===== src/hw/rtl/wsd_pkg.sv =====
// ----------------------------------------------------------------------------
// WebSocket deframer package
// Types and codes shared by the deframer, its channel interfaces and its
// configuration port.
// ----------------------------------------------------------------------------
package wsd_pkg;

   typedef logic [1:0] result_kind_type;
   typedef logic [2:0] status_type;
   typedef logic [3:0] opcode_type;
   typedef logic [7:0] byte_type;

   localparam result_kind_type RK_PAYLOAD = 2'd0;
   localparam result_kind_type RK_EMPTY   = 2'd1;
   localparam result_kind_type RK_ERROR   = 2'd2;

   localparam status_type ST_OK         = 3'd0;
   localparam status_type ST_END_HDR    = 3'd1;
   localparam status_type ST_RSV        = 3'd2;
   localparam status_type ST_BAD_CONT   = 3'd3;
   localparam status_type ST_MASK_CHG   = 3'd4;
   localparam status_type ST_END_EXT    = 3'd5;
   localparam status_type ST_TOO_BIG    = 3'd6;
   localparam status_type ST_END_PAYLD  = 3'd7;

   localparam logic KIND_BYTE = 1'b0;
   localparam logic KIND_END  = 1'b1;

   localparam int SIZE_W = 31;

   localparam logic [SIZE_W-1:0] MAX_SIZE_RESET = 31'd67108864;

   localparam logic [6:0] LEN_EXT16 = 7'd126;
   localparam logic [6:0] LEN_EXT64 = 7'd127;

   localparam logic [3:0] KEY_BYTES   = 4'd4;
   localparam logic [3:0] EXT16_BYTES = 4'd2;
   localparam logic [3:0] EXT64_BYTES = 4'd8;

endpackage


===== src/hw/rtl/wsd_req_if.sv =====
// ----------------------------------------------------------------------------
// Deframer input channel
// Carries one received byte or an end-of-stream event per transaction.
// ----------------------------------------------------------------------------
interface wsd_req_if;
   import wsd_pkg::*;

   logic     valid;
   logic     ready;
   logic     kind;
   byte_type rx_byte;

   modport source (output valid, output kind, output rx_byte, input ready);
   modport sink   (input valid, input kind, input rx_byte, output ready);

endinterface


===== src/hw/rtl/wsd_rsp_if.sv =====
// ----------------------------------------------------------------------------
// Deframer result channel
// Carries one payload byte, message end or error report per transaction.
// ----------------------------------------------------------------------------
interface wsd_rsp_if;
   import wsd_pkg::*;

   logic            valid;
   logic            ready;
   result_kind_type result_kind;
   byte_type        payload_byte;
   logic            last_of_message;
   opcode_type      message_opcode;
   logic            compressed;
   logic            masked;
   status_type      status;

   modport source (output valid, output result_kind, output payload_byte,
                   output last_of_message, output message_opcode,
                   output compressed, output masked, output status,
                   input ready);
   modport sink   (input valid, input result_kind, input payload_byte,
                   input last_of_message, input message_opcode,
                   input compressed, input masked, input status,
                   output ready);

endinterface


===== src/hw/rtl/websocket_frame_deframer.sv =====
// ----------------------------------------------------------------------------
// WebSocket frame deframer
// Parses frame headers, unmasks payload bytes, joins fragments and checks
// the message total against a configurable limit.
// ----------------------------------------------------------------------------
//
//  Channel  | Direction | Carries
//  ---------+-----------+---------------------------------------------------
//  req_chan | in        | received byte or end-of-stream event
//  rsp_chan | out       | payload byte, empty message end or error status
//  csr_*    | in/out    | APB-style access to max_message_size
//
// Each input transaction is decoded combinationally; the parser state and the
// result register are both loaded at the accepting edge.
// A new input transaction is accepted every cycle unless a result is held
// in the output register while the result channel stalls.
// Reset is synchronous; it returns the parser to idle and restores the
// message size limit to 64 MiB.
// ----------------------------------------------------------------------------
module websocket_frame_deframer (
   input  logic                      clock,
   input  logic                      reset,
   wsd_req_if.sink                   req_chan,
   wsd_rsp_if.source                 rsp_chan,
   input  logic                      csr_psel,
   input  logic                      csr_penable,
   input  logic                      csr_pwrite,
   input  logic [1:0]                csr_paddr,
   input  logic [31:0]               csr_pwdata,
   output logic [31:0]               csr_prdata,
   output logic                      csr_pready
);
   import wsd_pkg::*;

   localparam logic [1:0] PH_HDR0    = 2'd0;
   localparam logic [1:0] PH_HDR1    = 2'd1;
   localparam logic [1:0] PH_EXT     = 2'd2;
   localparam logic [1:0] PH_PAYLOAD = 2'd3;

   logic [SIZE_W-1:0] max_size_ff;

   logic [1:0]        phase_ff,   phase_in;
   logic [3:0]        hcount_ff,  hcount_in;
   logic [SIZE_W-1:0] remain_ff,  remain_in;
   logic              ovf_ff,     ovf_in;
   logic [SIZE_W-1:0] total_ff,   total_in;
   logic [31:0]       key_ff,     key_in;
   logic [1:0]        kidx_ff,    kidx_in;
   logic              frag_ff,    frag_in;
   logic              mask_ff,    mask_in;
   logic              fin_ff,     fin_in;
   opcode_type        opcode_ff,  opcode_in;
   logic              comp_ff,    comp_in;

   logic              rv_ff;
   result_kind_type   rk_ff,      rk_in;
   byte_type          pb_ff,      pb_in;
   logic              last_ff,    last_in;
   opcode_type        rop_ff,     rop_in;
   logic              rcomp_ff,   rcomp_in;
   logic              rmask_ff,   rmask_in;
   status_type        st_ff,      st_in;
   logic              emit;

   logic              accept;
   logic              do_fail;
   logic              do_begin;
   logic              do_clear;
   status_type        fail_st;
   logic [SIZE_W:0]   sum;
   logic [3:0]        hc_new;
   byte_type          b;
   byte_type          kb;
   logic [SIZE_W-1:0] rem_dec;

   assign req_chan.ready = !rv_ff || rsp_chan.ready;
   assign accept         = req_chan.valid && req_chan.ready;
   assign b              = req_chan.rx_byte;

   assign csr_pready = 1'b1;
   assign csr_prdata = {1'b0, max_size_ff};

   always_ff @(posedge clock) begin
      if (reset) begin
         max_size_ff <= MAX_SIZE_RESET;
      end else if (csr_psel && csr_penable && csr_pwrite) begin
         max_size_ff <= csr_pwdata[SIZE_W-1:0];
      end
   end

   always_comb begin
      phase_in  = phase_ff;
      hcount_in = hcount_ff;
      remain_in = remain_ff;
      ovf_in    = ovf_ff;
      total_in  = total_ff;
      key_in    = key_ff;
      kidx_in   = kidx_ff;
      frag_in   = frag_ff;
      mask_in   = mask_ff;
      fin_in    = fin_ff;
      opcode_in = opcode_ff;
      comp_in   = comp_ff;
      emit      = 1'b0;
      rk_in     = RK_PAYLOAD;
      pb_in     = '0;
      last_in   = 1'b0;
      st_in     = ST_OK;
      do_fail   = 1'b0;
      do_begin  = 1'b0;
      do_clear  = 1'b0;
      fail_st   = ST_OK;
      hc_new    = '0;
      kb        = '0;
      rem_dec   = remain_ff - 1'b1;
      sum       = '0;

      if (req_chan.kind == KIND_END) begin
         do_fail = 1'b1;
         case (phase_ff)
            PH_EXT:     fail_st = ST_END_EXT;
            PH_PAYLOAD: fail_st = ST_END_PAYLD;
            default:    fail_st = ST_END_HDR;
         endcase
      end else begin
         case (phase_ff)
            PH_HDR0: begin
               if (b[5:4] != 2'b00) begin
                  do_fail = 1'b1;
                  fail_st = ST_RSV;
               end else if (frag_ff && (b[3:0] != 4'd0)) begin
                  do_fail = 1'b1;
                  fail_st = ST_BAD_CONT;
               end else begin
                  comp_in  = comp_ff | b[6];
                  fin_in   = b[7];
                  if (!frag_ff) begin
                     opcode_in = b[3:0];
                  end
                  phase_in = PH_HDR1;
               end
            end
            PH_HDR1: begin
               if (frag_ff && (b[7] != mask_ff)) begin
                  do_fail = 1'b1;
                  fail_st = ST_MASK_CHG;
               end else begin
                  mask_in = frag_ff ? mask_ff : b[7];
                  key_in  = '0;
                  ovf_in  = 1'b0;
                  hc_new  = mask_in ? KEY_BYTES : 4'd0;
                  if (b[6:0] == LEN_EXT16) begin
                     hc_new    = hc_new + EXT16_BYTES;
                     remain_in = '0;
                  end else if (b[6:0] == LEN_EXT64) begin
                     hc_new    = hc_new + EXT64_BYTES;
                     remain_in = '0;
                  end else begin
                     remain_in = {{(SIZE_W-7){1'b0}}, b[6:0]};
                  end
                  hcount_in = hc_new;
                  if (hc_new == 4'd0) begin
                     do_begin = 1'b1;
                  end else begin
                     phase_in = PH_EXT;
                  end
               end
            end
            PH_EXT: begin
               if (hcount_ff > (mask_ff ? KEY_BYTES : 4'd0)) begin
                  remain_in = {remain_ff[SIZE_W-9:0], b};
                  ovf_in    = ovf_ff | (remain_ff[SIZE_W-1:SIZE_W-8] != 8'd0);
               end else begin
                  key_in = {key_ff[23:0], b};
               end
               hc_new    = (hcount_ff != 4'd0) ? hcount_ff - 4'd1 : 4'd0;
               hcount_in = hc_new;
               if (hc_new == 4'd0) begin
                  do_begin = 1'b1;
               end
            end
            default: begin
               case (kidx_ff)
                  2'd0:    kb = key_ff[31:24];
                  2'd1:    kb = key_ff[23:16];
                  2'd2:    kb = key_ff[15:8];
                  default: kb = key_ff[7:0];
               endcase
               kidx_in   = kidx_ff + 2'd1;
               remain_in = rem_dec;
               emit      = 1'b1;
               rk_in     = RK_PAYLOAD;
               pb_in     = b ^ kb;
               if (rem_dec == '0) begin
                  last_in = fin_ff;
                  if (fin_ff) begin
                     do_clear = 1'b1;
                  end else begin
                     frag_in  = 1'b1;
                     key_in   = '0;
                     phase_in = PH_HDR0;
                  end
               end
            end
         endcase
      end

      if (do_begin) begin
         sum = {1'b0, total_ff} + {1'b0, remain_in};
         if (ovf_in || (sum > {1'b0, max_size_ff})) begin
            do_fail = 1'b1;
            fail_st = ST_TOO_BIG;
         end else begin
            total_in = sum[SIZE_W-1:0];
            kidx_in  = 2'd0;
            if (remain_in != '0) begin
               phase_in = PH_PAYLOAD;
            end else if (fin_in) begin
               emit     = 1'b1;
               rk_in    = RK_EMPTY;
               last_in  = 1'b1;
               do_clear = 1'b1;
            end else begin
               frag_in  = 1'b1;
               key_in   = '0;
               phase_in = PH_HDR0;
            end
         end
      end

      rop_in   = opcode_in;
      rcomp_in = comp_in;
      rmask_in = mask_in;

      if (do_fail) begin
         emit     = 1'b1;
         rk_in    = RK_ERROR;
         pb_in    = '0;
         last_in  = 1'b0;
         st_in    = fail_st;
         rop_in   = '0;
         rcomp_in = 1'b0;
         rmask_in = 1'b0;
         do_clear = 1'b1;
      end

      if (do_clear) begin
         phase_in  = PH_HDR0;
         hcount_in = '0;
         remain_in = '0;
         ovf_in    = 1'b0;
         total_in  = '0;
         key_in    = '0;
         kidx_in   = '0;
         frag_in   = 1'b0;
         mask_in   = 1'b0;
         fin_in    = 1'b0;
         opcode_in = '0;
         comp_in   = 1'b0;
      end
   end

   always_ff @(posedge clock) begin
      if (reset) begin
         phase_ff  <= PH_HDR0;
         hcount_ff <= '0;
         remain_ff <= '0;
         ovf_ff    <= 1'b0;
         total_ff  <= '0;
         key_ff    <= '0;
         kidx_ff   <= '0;
         frag_ff   <= 1'b0;
         mask_ff   <= 1'b0;
         fin_ff    <= 1'b0;
         opcode_ff <= '0;
         comp_ff   <= 1'b0;
      end else if (accept) begin
         phase_ff  <= phase_in;
         hcount_ff <= hcount_in;
         remain_ff <= remain_in;
         ovf_ff    <= ovf_in;
         total_ff  <= total_in;
         key_ff    <= key_in;
         kidx_ff   <= kidx_in;
         frag_ff   <= frag_in;
         mask_ff   <= mask_in;
         fin_ff    <= fin_in;
         opcode_ff <= opcode_in;
         comp_ff   <= comp_in;
      end
   end

   always_ff @(posedge clock) begin
      if (reset) begin
         rv_ff <= 1'b0;
      end else if (accept) begin
         rv_ff <= emit;
      end else if (rsp_chan.ready) begin
         rv_ff <= 1'b0;
      end
   end

   always_ff @(posedge clock) begin
      if (accept && emit) begin
         rk_ff    <= rk_in;
         pb_ff    <= pb_in;
         last_ff  <= last_in;
         rop_ff   <= rop_in;
         rcomp_ff <= rcomp_in;
         rmask_ff <= rmask_in;
         st_ff    <= st_in;
      end
   end

   assign rsp_chan.valid           = rv_ff;
   assign rsp_chan.result_kind     = rk_ff;
   assign rsp_chan.payload_byte    = pb_ff;
   assign rsp_chan.last_of_message = last_ff;
   assign rsp_chan.message_opcode  = rop_ff;
   assign rsp_chan.compressed      = rcomp_ff;
   assign rsp_chan.masked          = rmask_ff;
   assign rsp_chan.status          = st_ff;

   logic unused_csr;
   assign unused_csr = ^{csr_paddr, csr_pwdata[31]};

endmodule


===== src/flat_wrapper.sv =====
// flat-port wrapper written by rule: the top's interface ports become plain ports
module websocket_frame_deframer_flat import wsd_pkg::*;
  (clock, reset, csr_psel, csr_penable, csr_pwrite, csr_paddr, csr_pwdata, csr_prdata, csr_pready, req_chan_valid, req_chan_kind, req_chan_rx_byte, req_chan_ready, rsp_chan_valid, rsp_chan_result_kind, rsp_chan_payload_byte, rsp_chan_last_of_message, rsp_chan_message_opcode, rsp_chan_compressed, rsp_chan_masked, rsp_chan_status, rsp_chan_ready);
  wsd_req_if req_chan_i ();
  wsd_rsp_if rsp_chan_i ();
  input  logic clock;
  input  logic reset;
  input  logic csr_psel;
  input  logic csr_penable;
  input  logic csr_pwrite;
  input  logic [1:0] csr_paddr;
  input  logic [31:0] csr_pwdata;
  output logic [31:0] csr_prdata;
  output logic csr_pready;
  input wire logic [$bits(req_chan_i.valid)-1:0] req_chan_valid;
  input wire logic [$bits(req_chan_i.kind)-1:0] req_chan_kind;
  input wire logic [$bits(req_chan_i.rx_byte)-1:0] req_chan_rx_byte;
  output wire logic [$bits(req_chan_i.ready)-1:0] req_chan_ready;
  output wire logic [$bits(rsp_chan_i.valid)-1:0] rsp_chan_valid;
  output wire logic [$bits(rsp_chan_i.result_kind)-1:0] rsp_chan_result_kind;
  output wire logic [$bits(rsp_chan_i.payload_byte)-1:0] rsp_chan_payload_byte;
  output wire logic [$bits(rsp_chan_i.last_of_message)-1:0] rsp_chan_last_of_message;
  output wire logic [$bits(rsp_chan_i.message_opcode)-1:0] rsp_chan_message_opcode;
  output wire logic [$bits(rsp_chan_i.compressed)-1:0] rsp_chan_compressed;
  output wire logic [$bits(rsp_chan_i.masked)-1:0] rsp_chan_masked;
  output wire logic [$bits(rsp_chan_i.status)-1:0] rsp_chan_status;
  input wire logic [$bits(rsp_chan_i.ready)-1:0] rsp_chan_ready;
  assign req_chan_i.valid = req_chan_valid;
  assign req_chan_i.kind = req_chan_kind;
  assign req_chan_i.rx_byte = req_chan_rx_byte;
  assign req_chan_ready = req_chan_i.ready;
  assign rsp_chan_valid = rsp_chan_i.valid;
  assign rsp_chan_result_kind = rsp_chan_i.result_kind;
  assign rsp_chan_payload_byte = rsp_chan_i.payload_byte;
  assign rsp_chan_last_of_message = rsp_chan_i.last_of_message;
  assign rsp_chan_message_opcode = rsp_chan_i.message_opcode;
  assign rsp_chan_compressed = rsp_chan_i.compressed;
  assign rsp_chan_masked = rsp_chan_i.masked;
  assign rsp_chan_status = rsp_chan_i.status;
  assign rsp_chan_i.ready = rsp_chan_ready;
  websocket_frame_deframer u_core (.clock(clock), .reset(reset), .req_chan(req_chan_i), .rsp_chan(rsp_chan_i), .csr_psel(csr_psel), .csr_penable(csr_penable), .csr_pwrite(csr_pwrite), .csr_paddr(csr_paddr), .csr_pwdata(csr_pwdata), .csr_prdata(csr_prdata), .csr_pready(csr_pready));
endmodule

===== config.mk =====
export PLATFORM = sky130hd
export DESIGN_NAME = websocket_frame_deframer_flat
export DESIGN_NICKNAME = d
export VERILOG_FILES = /design/src/hw/rtl/wsd_pkg.sv /design/src/hw/rtl/wsd_req_if.sv /design/src/hw/rtl/wsd_rsp_if.sv /design/src/hw/rtl/websocket_frame_deframer.sv /design/src/flat_wrapper.sv
export SDC_FILE = /design/constraint.sdc
export NUM_CORES = 1
export LEC_CHECK = 0
export BUFFER_PORTS_ARGS = -buffer_cell sky130_fd_sc_hd__buf_2
export CAP_MARGIN = 20
export CELL_PAD_IN_SITES_DETAIL_PLACEMENT = 0
export CELL_PAD_IN_SITES_GLOBAL_PLACEMENT = 2
export CORE_ASPECT_RATIO = 2
export CORE_UTILIZATION = 32
export CTS_CLUSTER_DIAMETER = 100
export CTS_CLUSTER_SIZE = 10
export DETAILED_ROUTE_END_ITERATION = 8
export GPL_TIMING_DRIVEN = 0
export PLACE_DENSITY_LB_ADDON = 0.05
export SYNTH_ARGS = -nofsm -noshare
export SYNTH_HDL_FRONTEND = slang
export SYNTH_SLANG_ARGS = --single-unit

===== constraint.sdc =====
create_clock -name clock -period 6.8 [get_ports clock]
set_input_delay 0 -clock clock [delete_from_list [all_inputs] [get_ports clock]]
set_output_delay 0 -clock clock [all_outputs]
set_load 0.005 [all_outputs]

# Yosys cells after proc, flatten, opt, wreduce, memory -nomap -nowiden

Index checks and enable logic that the tools add are counted.

Add/subtract/negate cells: 6
$mul: 0
Div/mod/pow operators: 0
Order comparisons: 2
Equal/unequal tests: 11
Shift-type cells: 0
Muxes and demuxes: 138
Bitwise gates (word level): 4
Reductions and logical operators: 27

Operators by type and width:

| cell                                                                  | count |
|---|---|
| 32-bit two-way mux                                                    | 10 |
| 31-bit two-way mux                                                    | 8 |
| 32-bit one-hot mux with 3 select lines                                | 1 |
| 31-bit one-hot mux with 3 select lines                                | 1 |
| 1-bit two-way mux                                                     | 64 |
| 4-bit two-way mux                                                     | 15 |
| 2-bit two-way mux                                                     | 21 |
| 31-bit by 31-bit adder with 32-bit output                             | 1 |
| 32-bit by 31-bit greater-than comparator with 1-bit output            | 1 |
| 31-bit logical NOT                                                    | 1 |
| 31-bit nonzero test                                                   | 1 |
| 31-bit by 1-bit subtractor with 31-bit output (second input constant) | 1 |
| 8-bit one-hot mux with 3 select lines                                 | 1 |
| 3-bit two-way mux                                                     | 7 |
| 8-bit two-way mux                                                     | 2 |
| 7-bit == test (second input constant)                                 | 2 |
| 3-bit one-hot mux with 2 select lines                                 | 2 |
| 4-bit logical NOT                                                     | 2 |
| 4-bit one-hot mux with 2 select lines                                 | 1 |
| 4-bit nonzero test                                                    | 2 |
| 8-bit nonzero test                                                    | 1 |
| 8-bit XOR                                                             | 1 |
| 7-bit two-way mux                                                     | 1 |
| 2-bit == test (second input constant)                                 | 3 |
| other kinds (24)                                                      | 38 |

Register bits after elaboration: 163
Latch bits: 0
Memory bits (writable): 0
Memory bits (read-only): 0
Input bits: 50
Output and inout bits: 55
Memories: 0

# Logic depth before layout (Yosys ltp)

Gate-level depths: netlist of run 1.

Depth after elaboration: 18
Gate-level depth with buffers: 35
Mapped depth without buffers: 31

# Worst setup path after synthesis of run 1

OpenSTA, ideal clock, no wires.

Path kind: register to register
From: register u_core.phase_ff[0]
To: register u_core.rcomp_ff, in the netlist u_core.rsp_chan.compressed, enable pin
Data arrival time: 6942 ps
Required time: 6403 ps
Setup slack: -539 ps
Cell stages (with the launch flop): 33
Clock period less this slack: 7339 ps
Cell sequence: dfxtp_1 -> inv_1 -> ha_1 -> buf_2 -> nor2b_1 -> o21a_1 -> o41ai_1 -> clkbuf_1 -> o21ai_0 -> a22o_1 -> a31o_2 -> ha_1 -> and3_1 -> a221oi_1 -> o21ai_0 -> o221ai_1 -> a21oi_1 -> nand3_1 -> nand2_1 -> a21o_1 -> a21oi_1 -> xnor2_1 -> ha_1 -> nand4_1 -> nor4_1 -> nand4_1 -> nor3_1 -> nor2_1 -> o21a_1 -> a211oi_1 -> nand4_1 -> nor3b_1 -> nor2_1

Word-level cells in the longest chain between the ends: 10
Elaborated cells on any way between the ends: 28

RTL lines:

| what                                                                                            | RTL line                                                         | RTL |
|---|---|---|
| from (decl)                                                                                     | websocket_frame_deframer.sv:42                                   | `logic [1:0] phase_ff, phase_in;` |
| from (signal assigned)                                                                          | websocket_frame_deframer.sv:278                                  | `phase_ff <= phase_in;` |
| 2-bit == test, or another cell as far along                                                     | websocket_frame_deframer.sv:126                                  | `case (phase_ff)` |
| 31-bit one-hot mux with 3 select lines or 3-bit OR reduction (tied branches)                    | --                                                               |  |
| 31-bit two-way mux or 1-bit two-way mux (tied branches)                                         | websocket_frame_deframer.sv:118, websocket_frame_deframer.sv:126 |  |
| 31-bit by 31-bit adder with 32-bit output or 1-bit two-way mux (tied branches)                  | websocket_frame_deframer.sv:209, websocket_frame_deframer.sv:118 |  |
| 32-bit by 31-bit greater-than comparator with 1-bit output or 1-bit two-way mux (tied branches) | websocket_frame_deframer.sv:210, websocket_frame_deframer.sv:218 |  |
| 1-bit logical OR or 1-bit two-way mux (tied branches)                                           | websocket_frame_deframer.sv:210, websocket_frame_deframer.sv:216 |  |
| 1-bit two-way mux                                                                               | websocket_frame_deframer.sv:210                                  | `if (ovf_in \|\| (sum > {1'b0, max_size_ff})) begin` |
| 1-bit two-way mux                                                                               | websocket_frame_deframer.sv:208                                  | `if (do_begin) begin` |
| 1-bit two-way mux *                                                                             | websocket_frame_deframer.sv:235                                  | `if (do_fail) begin` |
| 1-bit logical AND *                                                                             | websocket_frame_deframer.sv:304                                  | `if (accept && emit) begin` |
| to (signal assigned)                                                                            | websocket_frame_deframer.sv:309                                  | `rcomp_ff <= rcomp_in;` |
| to (decl)                                                                                       | websocket_frame_deframer.sv:60                                   | `logic rcomp_ff, rcomp_in;` |

Every way passes the cells marked *; elsewhere a longest branch is shown, timed or not.
A chain may end at the register's enable or synchronous reset.

# Final worst setup path of run 1

From: register u_core.remain_ff[14]
To: register u_core.total_ff[2]

Word-level cells in the longest chain between the ends: 12
Elaborated cells on any way between the ends: 24

RTL lines:

| what                                                                               | RTL line                        | RTL |
|---|---|---|
| from (decl)                                                                        | websocket_frame_deframer.sv:44  | `logic [SIZE_W-1:0] remain_ff, remain_in;` |
| from (signal assigned)                                                             | websocket_frame_deframer.sv:280 | `remain_ff <= remain_in;` |
| branches (longest 12 deep; another with 31-bit by 31-bit adder with 32-bit output) | --                              |  |
| to (signal assigned)                                                               | websocket_frame_deframer.sv:282 | `total_ff <= total_in;` |
| to (decl)                                                                          | websocket_frame_deframer.sv:46  | `logic [SIZE_W-1:0] total_ff, total_in;` |

Parallel ways; which one is timed is not known.

==> flow_metrics.tcl, run 1 <==
set metrics [dict create \
    path_class "reg -> reg" \
    synth-seq-area-share_pct 30.9 \
    fin_nets 1788 \
    pwr-share-clk_pct 43.8 \
    routedWlPerCell_um 24.9 \
    grt_pass1_vias 12100 \
    io_pins 105 \
    post-synth-top-area-fraction_pct 25.6 \
    rsz0062_at_grt "yes" \
    ys.flop_type "dfxtp_1" \
    ant_nets 0 \
    final_area_um2 15300 \
    drt_iter0_markers 601 \
    io_buffers 93 \
    drv_cap 0 \
    syn_area_per_cell_um2 7.85 \
    rr_worst_depth 32 \
    synth.distinct_cells 85 \
    power_leakage_nw 6.17 \
    skew_ns 0.0108 \
    syn_to_final_growth_pct 36.3 \
    grt_max_degree 17 \
    power.density_nw_per_um2 147 \
    maxSlewViolCount 0 \
    worst_slack_ns -0.537 \
    antenna_found_initial 0 \
    cts_tree "done" \
    cts_inserted_buffers 17 \
    top_usage_layer "met2" \
    endpoint_kind "flip-flop" \
    dieArea_um2 35800 \
    combPwrFrac_pct 12.0 \
    max-vdd-ir-drop_uv 181 \
    drc 0 \
    cts.sinks 163 \
    antenna_cells 0 \
    dp_hpwl_mm 40.0 \
    grt_util_met1_pct 26.5 \
    cts_root_buf "clkbuf_16" \
    grt_pass1_wl_mm 77.1 \
    clkSlewWorstSetupHoldPaths_ns 0.07 \
    worst_slew_pin_slew_ns 1.19 \
    power_frac_seq_pct 44.2 \
    synth_seq_cells 163 \
    crit_path_max_fanout 10 \
    clockBufferDepth 2 \
    fin_crit_sh_pct 108 \
    via_per_inst 5.74 \
    synthCells 1426 \
    required_ns 7.16 \
    worst_slew_margin_rel_pct 20.3 \
    crit_path_frequent_cell "a21o_1" \
    worstPathArrival_ns 7.70 \
    syn_area_um2 11200 \
    fill_cells 3563 \
    intPower_mw 1.61 \
    placedInstanceArea_um2 12300 \
    synthesis.nets 1551 \
    hp-class "in -> reg" \
    finalHoldViolCount 0 \
    crit_path_top_delay_cell "or4_4" \
    setup_viol 130 \
    met3_usage_pct 3.55 \
    final_layout_size_suffix_gt1_share_pct 27.0 \
    clock_latency_ns 0.47 \
    holdPathStages 3 \
    synth_edf_count 20 \
    synth_largest_area_cell "dfxtp_1" \
    die_h_um 266 \
    period_minus_slack_ns 7.34 \
    core_um2 34400 \
    multi_input_area_um2 8100 \
    async_flop_share_pct 0 \
    fmax_ghz 0.136 \
    status "finished with violations" \
    tns_ns -59.57 \
    die_width_um 134 \
    p_switching_mw 0.636 \
    use_met2_pct 59.3 \
    cp-start-kind "flip-flop" \
    slowest_delay_ns 0.53 \
    regArea_um2 3480 \
    synth_warnings 0 \
    swShare_pct 28.4 \
    start_util_pct 32.6 \
    place_congestion 0.972 \
    grt-ovfl-total 0 \
    firstDrtPassIters 7 \
    vias 12200 \
    violations "negative setup slack" \
    drt_wl_total_mm 52.7 \
    htree_num_levels 4 \
    holdWs_ns 0.0701 \
    num_rows 96 \
    post-route-util_pct 44.4 \
    grtUsageTotal_pct 29.9 \
    ys_top_cells_by_area "dfxtp_1, ha_1, a21oi_1" \
]
==> cells in the mapped netlist, types with 25 or more instances <==
cell type,count
nor3_1,30
nand3_1,25
o21ai_0,83
clkbuf_1,86
a22o_1,39
nor2_1,95
a21o_1,27
xnor2_1,33
nand4_1,54
nand2_1,171
ha_1,74
a21oi_1,145
inv_1,62
dfxtp_1,143
==> cell families after synthesis <==
family / share of synthesized area, %
and+or+nand+nor: 22.8
AOI/OAI and AO/OA: 26.5
buffers and inverters: 6.58
DFF: 30.9
adders and majority gates: 8.45
xor gates and xnor gates: 3.60
muxes: 1.10
other: 0.0671
==> state kept, by name, summed over array words and instances (netlist names) <==
name,count
u_core.ovf_ff,1
u_core.rsp_chan.payload_byte,8
u_core.hcount_ff,4
u_core.frag_ff,1
u_core.mask_ff,1
u_core.kidx_ff,2
u_core.phase_ff,2
u_core.rsp_chan.result_kind,2
u_core.opcode_ff,4
u_core.rsp_chan.status,3
u_core.rsp_chan.message_opcode,4
u_core.total_ff,31
u_core.max_size_ff,31
u_core.remain_ff,31
u_core.rsp_chan.valid,1
u_core.fin_ff,1
u_core.comp_ff,1
u_core.rsp_chan.last_of_message,1
u_core.key_ff,32
u_core.rsp_chan.compressed,1
u_core.rsp_chan.masked,1
==> power by group through the flow <==
stage | Combinational [mW] | Clock [mW] | Sequential [mW]
5_1_grt | 0.286 | 1.05 | 0.993
3_3_place_gp | 0.198 | 0 | 1.02
3_5_place_dp | 0.199 | 0 | 1.02
4_1_cts | 0.257 | 1.01 | 0.992
2_1_floorplan | 0.102 | 0 | 1.02
6_report | 0.268 | 0.983 | 0.991
==> timing repair <==
item / in CTS / in global routing
pin swaps: 67 / 50
endpoints found under the hold margin: 36 / 0
cloned: 2 / 0
setup buffers: 72 / 24
hold buffers: 34 / 0
gates resized for setup: 236 / 85
endpoints found under the setup margin: 143 / 143
==> worst max-delay path: cells and delay by family, from the launching register on <==
family | cells | cell delay [ns]
buffers and inverters | 6 | 1.09
adder cells (fa/ha/maj) | 2 | 0.64
XOR/XNOR | 1 | 0.15
AND/OR/NAND/NOR | 10 | 2.15
AO/OA/AOI/OAI | 13 | 2.89
flip-flops | 1 | 0.30
==> area by class of cell <==
class,count,area share [%]
repair buffers,225,10.9
clock inverters,13,0.804
clock buffers,19,2.90
plain buffers,106,4.32
flip-flops and latches,163,22.8
well taps,441,3.62
multi-input cells,1088,53.1
inverters,62,1.53
==> placed cells by master (no fill, tap or decap), drive strengths merged, types with 6 or more instances in the layout <==
| cell | instances |
|---|---|
| nand2 | 171 |
| and2 | 8 |
| or4b | 6 |
| and3 | 12 |
| nand2b | 10 |
| buf | 224 |
| a21oi | 145 |
| o221ai | 6 |
| a211o | 9 |
| a222oi | 8 |
| dlygate4sd3 | 34 |
| clkbuf | 91 |
| or4 | 20 |
| o21ai | 92 |
| dfxtp | 143 |
| a221o | 7 |
| and4 | 6 |
| inv | 68 |
| or2 | 7 |
| or3 | 14 |
| nor4 | 21 |
| ha | 74 |
| xor2 | 13 |
| a211oi | 8 |
| nand3 | 25 |
| nor2 | 96 |
| edfxtp | 20 |
| nand4 | 54 |
| o211ai | 10 |
| o21a | 10 |
| a21o | 27 |
| nor2b | 9 |
| o31ai | 11 |
| xnor2 | 33 |
| a22oi | 18 |
| mux2i | 10 |
| a22o | 39 |
| a31oi | 10 |
| nor3 | 31 |
==> per-layer routing <==
layer	share of wire, %	up-vias
li1	-	5751
met1	32	5785
met2	55	445
met3	3.4	181
met4	9.2	0
met5	0	-
==> path summary, 6_finish.rpt <==
check | startpoint | end | slack, ns
setup / recovery | u_core.remain_ff[14] | u_core.total_ff[2] | -0.54
hold reg to reg | u_core.max_size_ff[8] | u_core.max_size_ff[8] | 0.47
setup reg to reg | u_core.remain_ff[14] | u_core.total_ff[2] | -0.54
hold / removal | req_chan_rx_byte[2] | u_core.key_ff[2] | 0.07
==> metrics by stage <==
stage	std cells	power, mW	setup WS, ns
floorplan	1426	1.12	0.0127
global placement	1960	1.21	-4.01
detailed placement	1963	1.21	-3.67
CTS	2095	2.26	-0.758
global route	2117	2.32	-0.698
finish	2117	2.24	-0.537
No activity file was read; power rests on OpenSTA's default activity.
==> run 2, diff against run 1 <==
==> constraint.sdc (replaced) <==
create_clock -name clock -period 6.8 [get_ports clock]
set_input_delay 0.68 -clock clock [delete_from_list [all_inputs] [get_ports clock]]
set_output_delay 0.68 -clock clock [all_outputs]
set_load 0.005 [all_outputs]
==> run 2 against run 1 <==
Net effect:
- the flow still finishes with violations (negative setup slack)
- register-to-register slack improved by 0.04 ns
- wire length fell by 1.2%
- sequential share of layout area rose by 0.78 points
- cell area fell by 3.4%
- power fell by 1.1%
- final cell count fell by 2.7%
- critical path type unchanged
==> flow_metrics.tcl, run 2 (synthesized netlist as in run 1, its figures left out) <==
set metrics [dict create \
    status "finished with violations" \
    violations "negative setup slack" \
    num_rows 96 \
    dieArea_um2 35800 \
    antenna_found_initial 0 \
    drc 0 \
    swShare_pct 28.3 \
    fin_crit_sh_pct 107 \
    clock_latency_ns 0.46 \
    clkSlewWorstSetupHoldPaths_ns 0.07 \
    io_pins 105 \
    clockBufferDepth 2 \
    holdPathStages 3 \
    met3_usage_pct 3.97 \
    rr_worst_depth 33 \
    largest-register "u_core.key_ff" \
    path_class "reg -> reg" \
    vias 12000 \
    ant_nets 0 \
    cp-start-kind "flip-flop" \
    use_met2_pct 58.4 \
    setup_viol 130 \
    top_usage_layer "met2" \
    io_buffers 93 \
    period_minus_slack_ns 7.30 \
    routedWlPerCell_um 25.3 \
    dpl_worst_slack_ns -3.73 \
    antenna_cells 0 \
    dp_hpwl_mm 40.0 \
    maxSlewViolCount 0 \
    crit_path_max_fanout 10 \
    grt_max_degree 17 \
    rsz0062_at_grt "yes" \
    fin_nets 1731 \
    worst_slew_pin_slew_ns 1.13 \
    grtUsageTotal_pct 29.5 \
    final_common_cell "nand2_1" \
    syn_to_final_growth_pct 31.6 \
    cts.sinks 163 \
    regArea_um2 3480 \
    tns_ns -55.98 \
    final_cell_mix "nand2_1, dfxtp_1, a21oi_1, buf_2, nor2_1" \
    drt_iter0_markers 495 \
    drt_wl_total_mm 52.1 \
    required_ns 7.11 \
    p_switching_mw 0.629 \
    max-vdd-ir-drop_uv 179 \
    post-route-util_pct 42.9 \
    ctsHoldBuffers 0 \
    grt_pass1_wl_mm 76.1 \
    power_leakage_nw 5.94 \
    grt_util_met1_pct 25.9 \
    place_congestion 0.972 \
    finalHoldViolCount 0 \
    firstDrtPassIters 6 \
    grt_pass1_vias 11900 \
    cts_inserted_buffers 17 \
    die_width_um 134 \
    worst_slew_margin_rel_pct 24.2 \
    core_um2 34400 \
    skew_ns 0.0112 \
    start_util_pct 32.6 \
    multi_input_area_um2 8090 \
    worst_slack_ns -0.502 \
    hp-class "in -> reg" \
    worstPathArrival_ns 7.61 \
    largest_reg_flops 32 \
    die_h_um 266 \
    grt-ovfl-total 0 \
    power_frac_seq_pct 44.7 \
    power.density_nw_per_um2 151 \
    via_per_inst 5.84 \
    htree_num_levels 4 \
    cts_root_buf "clkbuf_16" \
    fmax_ghz 0.137 \
    intPower_mw 1.59 \
    combPwrFrac_pct 11.1 \
    drv_cap 0 \
    slowest_delay_ns 0.53 \
    pwr-share-clk_pct 44.2 \
    endpoint_kind "flip-flop" \
    cts_tree "done" \
    final_layout_size_suffix_gt1_share_pct 26.3 \
    crit_path_top_delay_cell "or4_4" \
    fill_cells 3592 \
]
-- run 2: worst paths after layout --
path	start	slack [ns]	to
hold reg to reg	u_core.max_size_ff[8]	0.47	u_core.max_size_ff[8]
setup / recovery	u_core.remain_ff[14]	-0.50	u_core.key_ff[27]
setup reg to reg	u_core.remain_ff[14]	-0.50	u_core.key_ff[27]
hold / removal	csr_pwdata[24]	0.44	u_core.max_size_ff[24]
-- run 2: layout make-up --
type                       count  area share (%)
buffer                       105            4.53
clock buffer                  19            3.01
clock inverter                13           0.832
inverter                      62            1.60
multi-input combinational   1088            54.9
sequential                   163            23.6
tap                          441            3.74
timing repair buffer         169            7.75
-- run 2: power groups by stage --
stage / registers (mW) / clock network, mW / logic [mW]
finish: 0.992 / 0.980 / 0.246
CTS: 0.992 / 1.01 / 0.237
detailed placement: 1.02 / 0 / 0.199
floorplan: 1.02 / 0 / 0.102
global placement: 1.02 / 0 / 0.198
global route: 0.993 / 1.05 / 0.262
-- run 2: metrics by stage --
step           hold WS (ns)  std cells  power (mW)  cell area [µm²]
3_3_place_gp          0.454       1960        1.21            12200
5_1_grt               0.449       2060        2.30            14700
2_1_floorplan         0.444       1426        1.12            11200
3_5_place_dp          0.461       1963        1.21            12300
6_report              0.445       2060        2.22            14700
4_1_cts               0.426       2043        2.24            14300
-- run 2: per-layer routing --
metal | share of wire, % | wire (µm)
met5 | 0 | 0
met2 | 55 | 28600
met3 | 3.7 | 1920
met4 | 9.3 | 4860
met1 | 32 | 16700
-- run 2: worst max-delay path: cells and delay by family, from the launching register on --
family                   cells  cell delay, ns
AND/OR/NAND/NOR              9            1.96
XOR/XNOR                     1            0.15
AO/OA/AOI/OAI               14            2.88
buffers and inverters        7            1.18
adder cells (fa/ha/maj)      2            0.65
flip-flops                   1            0.30
-- run 2: timing repair --
| item | 4_1_cts | 5_1_grt |
|---|---|---|
| endpoints found under the setup margin | 143 | 143 |
| pin swaps | 78 | 51 |
| buffers inserted | 54 | 20 |
| cloned | 2 | 0 |
| gates resized for setup | 232 | 85 |
